<file path="config.mk">
export PLATFORM = sky130hd
export DESIGN_NAME = cbe_front
export DESIGN_NICKNAME = d
export VERILOG_FILES = /design/src/sv/cubic_bezier_easing_macros.svh /design/src/sv/cbe_pkg.sv /design/src/sv/cbe_front.sv
export SDC_FILE = /design/constraint.sdc
export NUM_CORES = 1
export LEC_CHECK = 0
export BUFFER_PORTS_ARGS = -buffer_cell sky130_fd_sc_hd__buf_4
export CORE_AREA = 4 4 74 76
export DETAILED_ROUTE_END_ITERATION = 8
export DIE_AREA = 0 0 78 80
export GPL_ROUTABILITY_DRIVEN = 1
export PLACE_DENSITY = 0.71
export SLEW_MARGIN = 40
export SYNTH_ARGS = -nofsm -noshare
export SYNTH_HDL_FRONTEND = slang
export SYNTH_SLANG_ARGS = --single-unit
</file>
<file path="constraint.sdc">
create_clock -name vclk -period 3.4
set_clock_uncertainty 0.05 [all_clocks]
set_input_delay 0.68 -clock vclk [all_inputs]
set_output_delay 0.68 -clock vclk [all_outputs]
set_load 0.05 [all_outputs]
</file>
<file path="src/sv/cubic_bezier_easing_macros.svh">
// ----------------------------------------------------------------------------
// Cubic bezier easing assertion macros
// Shared property forms for the easing block checks.
// ----------------------------------------------------------------------------
`ifndef CUBIC_BEZIER_EASING_MACROS_SVH
`define CUBIC_BEZIER_EASING_MACROS_SVH

// same-cycle implication
`define CBE_ASSERT_NOW(lbl, ante, cons, msg) \
    lbl: assert property (@(posedge clk) disable iff (!rst_n) (ante) |-> (cons)) \
        else $error(msg);

// next-cycle implication
`define CBE_ASSERT_NEXT(lbl, ante, cons, msg) \
    lbl: assert property (@(posedge clk) disable iff (!rst_n) (ante) |=> (cons)) \
        else $error(msg);

`endif

</file>
<file path="src/sv/cbe_pkg.sv">
// ----------------------------------------------------------------------------
// Cubic bezier easing package
// Shared types, constants and saturating fixed-point helpers.
// ----------------------------------------------------------------------------
`timescale 1ns / 1ps
`default_nettype none
package cbe_pkg;

    localparam int MAX_ITERATIONS_DEF = 10;
    localparam int FRAC_BITS_DEF      = 28;
    localparam int QUEUE_DEPTH        = 2;

    typedef logic signed [63:0] fix_t;

    localparam fix_t SAT_MAX = 64'sh7FFF_FFFF_FFFF_FFFF;
    localparam fix_t SAT_MIN = -64'sh7FFF_FFFF_FFFF_FFFF;
    localparam logic signed [64:0] SUM_MAX = 65'sh0_7FFF_FFFF_FFFF_FFFF;
    localparam logic signed [64:0] SUM_MIN = -65'sh0_7FFF_FFFF_FFFF_FFFF;
    localparam fix_t OUT_MAX = 64'sh0000_0000_7FFF_FFFF;
    localparam fix_t OUT_MIN = -64'sh0000_0000_8000_0000;

    typedef enum logic [1:0] {
        REG_X0,
        REG_Y0,
        REG_X1,
        REG_Y1
    } cfg_reg_t;

    typedef struct packed {
        logic signed [31:0] x0;
        logic signed [31:0] y0;
        logic signed [31:0] x1;
        logic signed [31:0] y1;
    } ctrl_t;

    typedef struct packed {
        logic signed [31:0] position;
        logic               bypass;
    } job_t;

    typedef struct packed {
        logic signed [31:0] eased_value;
        logic               bypassed;
    } result_t;

    typedef enum logic [3:0] {
        B_IDLE,
        B_COEF1,
        B_COEF2,
        B_COEF3,
        B_COEF4,
        B_LOAD,
        B_MUL,
        B_RND,
        B_ACC,
        B_DIV,
        B_DIVEND,
        B_NEWR,
        B_CHECK,
        B_DONE
    } back_state_t;

    typedef enum logic [3:0] {
        OP_N1,
        OP_N2,
        OP_N3,
        OP_D1,
        OP_D2,
        OP_E,
        OP_F,
        OP_G,
        OP_H,
        OP_K,
        OP_Y
    } mac_op_t;

    function automatic fix_t sadd(fix_t a, fix_t b);
        logic signed [64:0] s;
        s = $signed({a[63], a}) + $signed({b[63], b});
        if (s > SUM_MAX)
            return SAT_MAX;
        if (s < SUM_MIN)
            return SAT_MIN;
        return s[63:0];
    endfunction

    function automatic fix_t ssub(fix_t a, fix_t b);
        return sadd(a, -b);
    endfunction

    function automatic fix_t times3(fix_t a);
        return sadd(sadd(a, a), a);
    endfunction

    function automatic logic [63:0] mag(fix_t a);
        return (a < 0) ? 64'(-a) : 64'(a);
    endfunction

    function automatic fix_t from_mag(logic [63:0] m, logic neg, logic over);
        if (over || m[63])
            return neg ? SAT_MIN : SAT_MAX;
        return neg ? -fix_t'(m) : fix_t'(m);
    endfunction

    function automatic fix_t eps_fixed(int fb);
        logic [63:0] m;
        m = 64'd13743895;
        if (fb >= 37)
            return fix_t'(m << (fb - 37));
        return fix_t'((m + (64'd1 << (36 - fb))) >> (37 - fb));
    endfunction

endpackage
`default_nettype wire

</file>
<file path="src/sv/cbe_front.sv">
// ----------------------------------------------------------------------------
// Cubic bezier easing front end
// Takes positions and marks those that pass straight through.
// ----------------------------------------------------------------------------
`timescale 1ns / 1ps
`default_nettype none
module cbe_front #(
    parameter int FRAC_BITS = cbe_pkg::FRAC_BITS_DEF
) (
    input  wire logic               push,
    output logic                    full,
    input  wire logic signed [31:0] position,
    input  wire cbe_pkg::ctrl_t     ctrl,
    input  wire logic               q_full,
    output logic                    q_push,
    output cbe_pkg::job_t           q_data
);

    localparam cbe_pkg::fix_t ONE = cbe_pkg::fix_t'(64'd1 << FRAC_BITS);

    cbe_pkg::fix_t x0s;
    cbe_pkg::fix_t x1s;
    logic          x_in_unit;
    logic          linear;

    assign x0s       = cbe_pkg::fix_t'(ctrl.x0);
    assign x1s       = cbe_pkg::fix_t'(ctrl.x1);
    assign x_in_unit = (x0s >= 0) && (x0s <= ONE) && (x1s >= 0) && (x1s <= ONE);
    assign linear    = (ctrl.x0 == ctrl.y0) && (ctrl.x1 == ctrl.y1);

    assign full            = q_full;
    assign q_push          = push && !q_full;
    assign q_data.position = position;
    assign q_data.bypass   = !x_in_unit || linear;

endmodule
`default_nettype wire

</file>
---- Word level (Yosys, flattened, before mapping) ----
Index checks and enable logic that the tools add are counted.
operators by class
  eq/ne operators ......................... 2
  reductions and logical operators ........ 8
  $lt $le $gt $ge ......................... 4
operators with widths
  operator                                               count
  equality test 32 bit                                   2
  >= comparator 32 x 1 -> 1 bit, second input constant   2
  <= comparator 32 x 30 -> 1 bit, second input constant  2
  logical AND 1 bit                                      5
  zero test 1 bit                                        2
  logical OR 1 bit                                       1
storage, ports and cells
  output and inout bits ................... 35
  input port bits ......................... 162
  bits in registers ....................... 0

---- Depth between registers and ports, before layout ----
  depth after elaboration ................. 6
  gate-level depth with buffers ........... 5

---- Worst setup path before layout ----
No wires, ideal clock.
  path kind ............................... input-to-output
  start point ............................. input port ctrl[127] (netlist name)
  end point ............................... output port q_data[0] (netlist name)
  slack ................................... 0.878 ns
  path buffers ............................ 0
  cell stages on the path ................. 3
  arrival ................................. 1.792 ns
  cell sequence ........................... or4_1 > nor3_2 > nand4_1
RTL lines
  what         RTL line         text
  from (decl)  cbe_front.sv:13  input wire cbe_pkg::ctrl_t ctrl,
  to (decl)    cbe_front.sv:16  output cbe_pkg::job_t q_data

==> flow_summary.rst <==
.. list-table::
   :header-rows: 1

   * - Metric
     - Value
   * - Status
     - completed
   * - Cell depth of the worst hold path
     - 0
   * - Total length of routed wires
     - 5.30 mm
   * - Height of the die
     - 80 um
   * - Area share of the largest cell type after synthesis
     - 51.1%
   * - Post-CTS Repair Setup Buffers
     - 0
   * - Detailed-route via count
     - 1404
   * - Count of endpoints failing setup in the final report
     - 0
   * - Number of instances in the synthesized netlist
     - 142
   * - PostCTS Resize Cnt
     - 0
   * - Fraction of final layout cells sized beyond drive strength 1
     - 55.8%
   * - Ys Warns
     - 0
   * - Number of antenna violations at the first check in global routing
     - 0
   * - Actual transition at the worst max-transition pin
     - 517 ps
   * - Critical path class
     - in2out
   * - Area of the die
     - 6240 um2
   * - Worst endpoint data arrival time
     - 2080 ps
   * - Worst setup startpoint
     - ctrl[39]
   * - Initial DRC count
     - 20
   * - Net count after synthesis
     - between 300 and 400
   * - Starting density of the core
     - 23.2%
   * - Data required time at the worst endpoint
     - 2670 ps
   * - Ratio of total power to cell area
     - 125 nW/um2
   * - Total power consumption of the routed design
     - 0.241 mW
   * - Port Buf Inserts
     - 133
   * - IO Count
     - around 200
   * - Via count of the first global-routing pass
     - 1506
   * - Fraction of the core area covered by cells at the end of the flow
     - around two fifths
   * - Maximum clock rate
     - 355 MHz
   * - Shortest period the worst path allows
     - 2810 ps
   * - Hold violation total from the final report
     - 0
   * - Number of distinct library cells after synthesis
     - 10
   * - Number of remaining DRC errors
     - 0
   * - Global routing usage summed across all routing layers
     - 15.6%
   * - Maximum resistive drop on vdd
     - 0.0498 mV
   * - Leakage power figure
     - 0.794 nW
   * - Standard-cell row count
     - 25
   * - Per-cell via count in the routed design
     - 4.54
   * - Finished layout cell area
     - 1930 um2
   * - Routability-driven placement congestion ratio
     - between 0.7 and 0.8
   * - Number of clock buffer instances in the layout
     - 0
   * - Cell type with the highest aggregate area in the netlist
     - xnor2_1
   * - Iteration count of the initial detailed-routing pass
     - 4
   * - Sequential standard cell area
     - 0 um2
   * - Largest net degree at the start of global routing
     - 3
   * - WL/cell
     - ~17 um
   * - Cts hold-fix bufs
     - 0
   * - Worst setup SP type
     - input port
   * - Setup repair after global routing missed its margin
     - false
   * - Total standard cell area after synthesis
     - between 1000 and 1500 um2
   * - # nets final
     - 406
   * - Die Wd
     - a little under 80 um
   * - Worst slew margin relative to its limit
     - between 60% and 70%
   * - Fill count
     - 523
   * - Top post-synthesis cells by area
     - xnor2_1, buf_4, nand4_1
   * - Post-placement cell area
     - 1930 um2
   * - Setup TNS Final
     - 0 ps
   * - Maximum fanout along the worst path
     - 2
   * - Avg Synthesized Cell Area
     - 7.72 um2
   * - Wire length of the first global-routing pass
     - 7.49 mm
   * - GR Overflow Total
     - 0
   * - Class of the most critical hold timing path
     - in2out
   * - Total of max-cap violations
     - 0
   * - Ant diodes
     - 0
   * - Crit. End Element
     - output port
   * - Final worst-path cycle share
     - 82.8%
   * - Layout overhead on the synthesized area
     - 76.1%
   * - Standard cell core area
     - 4720 um2
   * - Total count of max-transition violations in the final report
     - 0
   * - Count of nets left with antenna violations after detail routing
     - 0
   * - Critical Path Sink
     - q_data[0]
   * - Number of sequential cells
     - 0
   * - Sequential share of the synthesized area
     - 0%
-- synthesized netlist by cell type --
cell type   n
nand3_1     2
nand4_1    20
buf_4      33
o21ai_0     2
or4_1       1
xnor2_1    64
nor4_2      1
nor2b_1     1
nor4_1     17
nor3_2      1
-- worst min-delay path by stage --
stage	from	slack, ps	endpoint
3_5_place_dp	position[24]	1310	q_data[25]
2_1_floorplan	q_full	1480	full
5_1_grt	position[8]	1310	q_data[9]
4_1_cts	position[24]	1310	q_data[25]
3_3_place_gp	position[24]	1310	q_data[25]
6_report	position[25]	1310	q_data[26]
-- layer usage --
metal,wire [um],track usage [%]
met1,1840,16.8
met2,2800,31.3
met3,565,3.27
met4,100,2.62
met5,0,0
-- cells in the final DEF (no fill, tap or decap) --
master	n
or4_1	1
nor2b_1	1
nand4_1	20
nor4_1	17
xnor2_1	64
nand3_1	2
o21ai_0	2
buf_4	133
nor3_2	1
nor4_2	1
-- layout make-up --
class | instances | area [um2] | share of cell area [%]
multi-input cells | 109 | 848 | 43.9
well taps | 67 | 83.8 | 4.34
repair buffers | 133 | 998 | 51.7
-- report_power, final --
| part | total (mW) | leakage [nW] | switching (mW) | internal, mW |
|---|---|---|---|---|
| Clock | 0 | 0 | 0 | 0 |
| Sequential | 0 | 0 | 0 | 0 |
| Combinational | 0.241 | 0.794 | 0.0883 | 0.153 |
-- cells by family (layout without fill, tap and decap cells) --
| family | count (synthesis) | in the layout | share of synthesized area [%] |
|---|---|---|---|
| AOI/OAI and AO/OA | 2 | 2 | 0.913 |
| buffers and inverters | 33 | 133 | 22.6 |
| xor gates and xnor gates | 64 | 64 | 51.1 |
| and+or+nand+nor | 43 | 43 | 25.3 |
-- per-stage QoR --
step           hold WS [ps]  std cells  setup slack [ps]
6_report               1310        309               585
5_1_grt                1310        309               483
4_1_cts                1310        309               470
3_5_place_dp           1310        309               470
3_3_place_gp           1310        309               476
2_1_floorplan          1480        142               878
-- critical path: stages --
cell and delay (ps):
buf_4 120, nor4_1 490, nand4_1 150, o21ai_0 290
nand4_1 150, buf_4 210
Note: power is estimated with default switching activity, not from simulation.
