[src/sv/cubic_bezier_easing_macros.svh]
// ----------------------------------------------------------------------------
// Cubic bezier easing assertion macros
// Shared property forms for the easing block checks.
// ----------------------------------------------------------------------------
`ifndef CUBIC_BEZIER_EASING_MACROS_SVH
`define CUBIC_BEZIER_EASING_MACROS_SVH

// same-cycle implication
`define CBE_ASSERT_NOW(lbl, ante, cons, msg) \
    lbl: assert property (@(posedge clk) disable iff (!rst_n) (ante) |-> (cons)) \
        else $error(msg);

// next-cycle implication
`define CBE_ASSERT_NEXT(lbl, ante, cons, msg) \
    lbl: assert property (@(posedge clk) disable iff (!rst_n) (ante) |=> (cons)) \
        else $error(msg);

`endif

[src/sv/cbe_pkg.sv]
// ----------------------------------------------------------------------------
// Cubic bezier easing package
// Shared types, constants and saturating fixed-point helpers.
// ----------------------------------------------------------------------------
`timescale 1ns / 1ps
`default_nettype none
package cbe_pkg;

    localparam int MAX_ITERATIONS_DEF = 10;
    localparam int FRAC_BITS_DEF      = 28;
    localparam int QUEUE_DEPTH        = 2;

    typedef logic signed [63:0] fix_t;

    localparam fix_t SAT_MAX = 64'sh7FFF_FFFF_FFFF_FFFF;
    localparam fix_t SAT_MIN = -64'sh7FFF_FFFF_FFFF_FFFF;
    localparam logic signed [64:0] SUM_MAX = 65'sh0_7FFF_FFFF_FFFF_FFFF;
    localparam logic signed [64:0] SUM_MIN = -65'sh0_7FFF_FFFF_FFFF_FFFF;
    localparam fix_t OUT_MAX = 64'sh0000_0000_7FFF_FFFF;
    localparam fix_t OUT_MIN = -64'sh0000_0000_8000_0000;

    typedef enum logic [1:0] {
        REG_X0,
        REG_Y0,
        REG_X1,
        REG_Y1
    } cfg_reg_t;

    typedef struct packed {
        logic signed [31:0] x0;
        logic signed [31:0] y0;
        logic signed [31:0] x1;
        logic signed [31:0] y1;
    } ctrl_t;

    typedef struct packed {
        logic signed [31:0] position;
        logic               bypass;
    } job_t;

    typedef struct packed {
        logic signed [31:0] eased_value;
        logic               bypassed;
    } result_t;

    typedef enum logic [3:0] {
        B_IDLE,
        B_COEF1,
        B_COEF2,
        B_COEF3,
        B_COEF4,
        B_LOAD,
        B_MUL,
        B_RND,
        B_ACC,
        B_DIV,
        B_DIVEND,
        B_NEWR,
        B_CHECK,
        B_DONE
    } back_state_t;

    typedef enum logic [3:0] {
        OP_N1,
        OP_N2,
        OP_N3,
        OP_D1,
        OP_D2,
        OP_E,
        OP_F,
        OP_G,
        OP_H,
        OP_K,
        OP_Y
    } mac_op_t;

    function automatic fix_t sadd(fix_t a, fix_t b);
        logic signed [64:0] s;
        s = $signed({a[63], a}) + $signed({b[63], b});
        if (s > SUM_MAX)
            return SAT_MAX;
        if (s < SUM_MIN)
            return SAT_MIN;
        return s[63:0];
    endfunction

    function automatic fix_t ssub(fix_t a, fix_t b);
        return sadd(a, -b);
    endfunction

    function automatic fix_t times3(fix_t a);
        return sadd(sadd(a, a), a);
    endfunction

    function automatic logic [63:0] mag(fix_t a);
        return (a < 0) ? 64'(-a) : 64'(a);
    endfunction

    function automatic fix_t from_mag(logic [63:0] m, logic neg, logic over);
        if (over || m[63])
            return neg ? SAT_MIN : SAT_MAX;
        return neg ? -fix_t'(m) : fix_t'(m);
    endfunction

    function automatic fix_t eps_fixed(int fb);
        logic [63:0] m;
        m = 64'd13743895;
        if (fb >= 37)
            return fix_t'(m << (fb - 37));
        return fix_t'((m + (64'd1 << (36 - fb))) >> (37 - fb));
    endfunction

endpackage
`default_nettype wire

[src/sv/cbe_fifo.sv]
// ----------------------------------------------------------------------------
// Cubic bezier easing word queue
// Small first-word fall-through queue between block stages.
// ----------------------------------------------------------------------------
`timescale 1ns / 1ps
`default_nettype none
module cbe_fifo #(
    parameter int W     = 8,
    parameter int DEPTH = cbe_pkg::QUEUE_DEPTH
) (
    input  wire logic         clk,
    input  wire logic         rst_n,
    input  wire logic         push,
    input  wire logic [W-1:0] din,
    output logic              full,
    input  wire logic         pop,
    output logic [W-1:0]      dout,
    output logic              empty
);

    localparam int PW = (DEPTH > 1) ? $clog2(DEPTH) : 1;
    localparam int CW = $clog2(DEPTH + 1);

    logic [W-1:0]  mem_reg [DEPTH];
    logic [PW-1:0] wr_ptr_reg;
    logic [PW-1:0] rd_ptr_reg;
    logic [CW-1:0] count_reg;
    logic          do_push;
    logic          do_pop;

    assign full    = (count_reg == CW'(DEPTH));
    assign empty   = (count_reg == '0);
    assign do_push = push && !full;
    assign do_pop  = pop && !empty;
    assign dout    = mem_reg[rd_ptr_reg];

    always_ff @(posedge clk or negedge rst_n)
    begin
        if (!rst_n)
        begin
            wr_ptr_reg <= '0;
            rd_ptr_reg <= '0;
            count_reg  <= '0;
        end
        else
        begin
            if (do_push)
                wr_ptr_reg <= (wr_ptr_reg == PW'(DEPTH - 1)) ? '0 : wr_ptr_reg + 1'b1;
            if (do_pop)
                rd_ptr_reg <= (rd_ptr_reg == PW'(DEPTH - 1)) ? '0 : rd_ptr_reg + 1'b1;
            if (do_push && !do_pop)
                count_reg <= count_reg + 1'b1;
            else if (do_pop && !do_push)
                count_reg <= count_reg - 1'b1;
        end
    end

    always_ff @(posedge clk)
    begin
        if (do_push)
            mem_reg[wr_ptr_reg] <= din;
    end

endmodule
`default_nettype wire

[config.mk]
export PLATFORM = sky130hd
export DESIGN_NAME = cbe_fifo
export DESIGN_NICKNAME = d
export VERILOG_FILES = /design/src/sv/cubic_bezier_easing_macros.svh /design/src/sv/cbe_pkg.sv /design/src/sv/cbe_fifo.sv
export SDC_FILE = /design/constraint.sdc
export NUM_CORES = 1
export LEC_CHECK = 0
export BUFFER_PORTS_ARGS = -buffer_cell sky130_fd_sc_hd__buf_4
export CAP_MARGIN = 0
export CORE_MARGIN = 3
export CORE_UTILIZATION = 48
export CTS_CLUSTER_SIZE = 8
export DETAILED_ROUTE_END_ITERATION = 16
export PLACE_DENSITY = 0.74
export SYNTH_ARGS = -nofsm -noshare
export SYNTH_HDL_FRONTEND = slang
export SYNTH_SLANG_ARGS = --single-unit
[constraint.sdc]
create_clock -name clk -period 1.51 [get_ports clk]
set_input_delay 0.0755 -clock clk [delete_from_list [all_inputs] [get_ports clk]]
set_output_delay 0.0755 -clock clk [all_outputs]
set_load 0.02 [all_outputs]
---- Word-level counts from Yosys, hierarchy flattened ----
Memories as Yosys holds them, arrays and structs flattened.
Cells that the tools add are included.
storage, ports and cells
  bits in writable memories ............... 16
  memories ................................ 1
  bits of input ports ..................... 12
  output and inout bits ................... 10
  word-level logic and storage cells ...... 25
  flip-flop bits (word level) ............. 4
operators by class
  reduce and logical (&&, ||, !) cells .... 10
  mux-type cells .......................... 6
  equality and inequality tests ........... 1
  add/subtract/negate cells ............... 4
memory list
  memory   words  width  read ports  clocked after Yosys merged registers in  wr ports  line            RTL
  mem_reg  2      8      1           0                                        1         cbe_fifo.sv:24  logic [W-1:0] mem_reg [DEPTH];
operator list
  kind                 number
  $logic_and 1x1->1    4
  $logic_not 1->1      4
  $mux 1               4
  $mux 2               2
  $add 1x1->1 const B  2
  $add 2x1->2 const B  1
  $eq 2x2->1 const B   1
  $logic_not 2->1      1
  $reduce_bool 2->1    1
  $sub 2x1->2 const B  1

---- Depth between registers and ports, before layout ----
  word-level depth ........................ 7
  depth in mapped cells ................... 7

---- Worst setup path after synthesis ----
No wires, ideal clock.
  path type ............................... reg2reg
  from .................................... register count_reg[0]
  to ...................................... memory mem_reg[0][0] (enable)
  data required time ...................... 1.140 ns
  library setup time ...................... 0.370 ns
  data arrival time ....................... 1.022 ns
  clock period less this slack ............ 1.392 ns
  path slack .............................. 0.118 ns
  stages on the path, launching flop included .. 4
  path buffers ............................ 0
  path through ............................ dfrtp_1 nand2b_1 nand2_2 nor2_1
between the ends
  word-level cells in the longest chain between the ends .. 5
ends and longest elaborated chain
  element                       line            RTL
  start, declared               cbe_fifo.sv:27  logic [CW-1:0] count_reg;
  start signal, assigned        cbe_fifo.sv:52  count_reg <= count_reg + 1'b1;
  start signal, assigned        cbe_fifo.sv:54  count_reg <= count_reg - 1'b1;
  $eq 2x2->1                    cbe_fifo.sv:31  assign full = (count_reg == CW'(DEPTH));
  $logic_not 1->1               cbe_fifo.sv:33  assign do_push = push && !full;
  $logic_and 1x1->1             cbe_fifo.sv:33
  $mux 1                        cbe_fifo.sv:60  if (do_push)
  $mux 1 (implied by the code)  cbe_fifo.sv:61  mem_reg[wr_ptr_reg] <= din;
  end, declared                 cbe_fifo.sv:24
No other way between the ends.

---- Worst setup path after layout ----
  from .................................... register count_reg[0]
  to ...................................... register count_reg[1]
between the ends
  word-level cells in the longest chain between the ends .. 6
ends and longest elaborated chain
  element                                                line
  $eq 2x2->1 or $logic_not 2->1 (tied branches)          cbe_fifo.sv:31, cbe_fifo.sv:32
  $logic_not 1->1, on equally long branches              cbe_fifo.sv:33, cbe_fifo.sv:34
  $logic_and 1x1->1, on equally long branches            cbe_fifo.sv:33, cbe_fifo.sv:34
  $logic_not 1->1, on equally long branches              cbe_fifo.sv:53, cbe_fifo.sv:51
  $logic_and 1x1->1, on equally long branches            cbe_fifo.sv:53, cbe_fifo.sv:51
  $reduce_bool 2->1 (no line) or $mux 2 (tied branches)  -
Several ways; a longest one is shown, not always the timed one. The select of a mux whose other input is x is not followed.
A chain may end at the register's enable or synchronous reset.

==> results.toml <==
[pwr]
power.leakage_uw = 0.000462
powerDensity_mw_per_mm2 = 1800
swShare_pct = 34.2
p_seq_share_pct = 44.9
p_comb_share_pct = 42.4
ir_worst_vdd_mv = 1.43
power_frac_clock_pct = 12.6
internal-power_uw = 1310
power_switching_uw = 678

[timing]
period_share_pct = 93.8
hold_viol_final = 0
worstMarginPinSlew_ps = 370
setup_viol = 0
fin_crit_ps = 1420
relSlewSlack_pct = 75.3
drv_slew = 0
fin_hold_ws_ps = 111
finalClockSkew_ps = 2.51
timing.fmax_ghz = 0.706
setup_tns_ps = 0

[floorplan]
dieArea_mm2 = 0.00215
ios = 22
die_h_um = 46.4
core_area_mm2 = 0.00142
rows = 13
floorplan.initialDensity_pct = 55.3
dieWidth_um = 46.4

[clock_network]
cts-root-buf = "clkbuf_4"
htree_num_levels = 1
clk_pin_slew_ps = 100
numCtsBuffers = 3
cts_tree = "done"
clock_path_buffers = 2
clock-sinks = 20
clk_latency_ps = 290

[final_layout]
final_nets = 95
largest_reg_flops = 16
n_antenna_cell = 0
drive_gt1_share_pct = 43.2
layoutNonFillerInstCount = 96
fillers = 87
syn_to_final_growth_pct = 41.3
multi_input_area_um2 = 191
seqCellArea_um2 = 583
utilization_pct = 78.1

[status]
status = "completed"

[routing]
drt_wl_total_um = 1360
drt_first_iter_violations = 4
drtPass1Iterations = 3
drc = 0
post_drt_via_cell_ratio = 4.76
drtAntennaViolNets = 0
vias = 457
wire_per_inst_um = 14.2

[placement]
gp_congestion = 0.683
io_buffers = 21
placed_cells = 81
hpwl_um = 976

[yosys]
synth_cell_types = 15
synth_area_leaders = "edfxtp_1, dfrtp_1, mux2_1, mux2_2, xnor2_1"
synth_flop_cell = "edfxtp_1"
syn_avg_cell_area_um2 = 17.8
yosysSeqAreaShare_pct = 74.2
yosysWarnings = 0
yosys-top-cells-count = "edfxtp_1, mux2_1, dfrtp_1, nor2_1"
yosysMostFrequentCell = "edfxtp_1"
ys_async_sr_fraction_pct = 20.0
synth-edff-count = 16
yosysTopAreaCell = "edfxtp_1"
yosys.area.top_type_share_pct = 61.4
syn-num-nets = 57
yosys_register_bits = 20
syn_area_um2 = 782
synthCells = 44

[grt]
grt_pass1_wl_um = 2090
grt-ovfl-total = 0
grtUsageTotal_pct = 14.5
grt_pass1_vias = 474
antenna_found_initial = 0
grt_max_degree = 12

[critical_path]
worstPathArrival_ps = 1630
r2r_start = "count_reg[0]"
critPathMaxFanout = 3
path_class = "flip-flop to flip-flop"
cp-startpoint = "count_reg[0]"
required_ps = 1730
end_kind = "flip-flop"
cp-start-kind = "flip-flop"

[min_path]
min_path_type = "primary input to async pin"

[flow_run]
drv_cap = 0
## power by group through the flow
stage | sequential (µW) | clock, µW | combinational (µW)
after floorplan | 840 | 0 | 532
after global placement | 900 | 0 | 754
after detailed placement | 909 | 0 | 781
after CTS | 888 | 253 | 833
after global routing | 911 | 279 | 906
final | 891 | 251 | 842
## worst paths after layout
path / endpoint / slack (ps) / cells after the start
worst max-delay path: count_reg[1] / 90 / 6
worst min-delay path: count_reg[0] / 110 / 2
worst max register to register: count_reg[1] / 90 / 6
worst min register to register: count_reg[1] / 520 / 1
max in group asynchronous: rd_ptr_reg / 1290 / 2
min in group clk: rd_ptr_reg / 150 / 3
## worst max-delay path, stage by stage (launching register included)
cell,delay (ps)
dfrtp_2,440
nand2b_1,190
nand2_2,100
inv_1,40
ha_1,310
nor2_2,120
xor2_1,150
## area by class of cell
class                   instances  area share (%)
flip-flops and latches         20            52.8
repair buffers                 34            25.1
multi-input cells              21            17.3
clock buffers                   4            2.38
well taps                      15            1.70
inverters                       2           0.680
## cell usage in the layout (no fill, tap or decap), drive strengths merged
master | Yosys | routed
edfxtp | 16 | 16
o21ai | 1 | 1
inv | 2 | 2
dlygate4sd3 | 0 | 9
nor2 | 3 | 3
nand2b | 1 | 1
xor2 | 2 | 2
buf | 1 | 25
clkbuf | 0 | 4
and3 | 1 | 1
ha | 1 | 1
dfrtp | 4 | 4
xnor2 | 3 | 3
mux2 | 8 | 8
nand2 | 1 | 1
## kinds of logic (layout without fill, tap and decap cells)
family / count (synthesis) / count (layout) / synth area share (%)
flip-flops: 20 / 20 / 74.2
multiplexers: 8 / 8 / 11.5
AND/OR/NAND/NOR: 6 / 6 / 3.84
XOR/XNOR: 5 / 5 / 6.56
buffers and inverters: 3 / 40 / 1.60
adder cells (fa/ha/maj): 1 / 1 / 1.60
AO/OA/AOI/OAI: 1 / 1 / 0.639
## per-stage QoR
step / worst slack (ps) / power, µW / cell area [µm²]
after floorplan: 118 / 1370 / 782
after global placement: 53.4 / 1650 / 968
after detailed placement: 5.49 / 1690 / 968
after CTS: 0.303 / 1970 / 1090
after global routing: -9.88 / 2100 / 1100
final: 93.8 / 1980 / 1100
## layer usage
layer | share of wire (%) | wire length, µm | up-vias | track usage [%]
li1 | - | - | 229 | -
met1 | 38 | 519 | 217 | 15.4
met5 | 0 | 0 | - | 0
met4 | 0 | 0 | 0 | 5.11
met2 | 57 | 771 | 11 | 27.2
met3 | 5.4 | 73 | 0 | 3.52
## what timing repair did
item | in CTS | in global routing
endpoints found under the hold margin | 20 | 0
endpoints found under the setup margin | 1 | 9
pin swaps | 0 | 1
resized for setup | 1 | 2
buffers inserted | 1 | 1
hold buffers | 9 | 0
No activity file was read; power rests on OpenSTA's default activity.
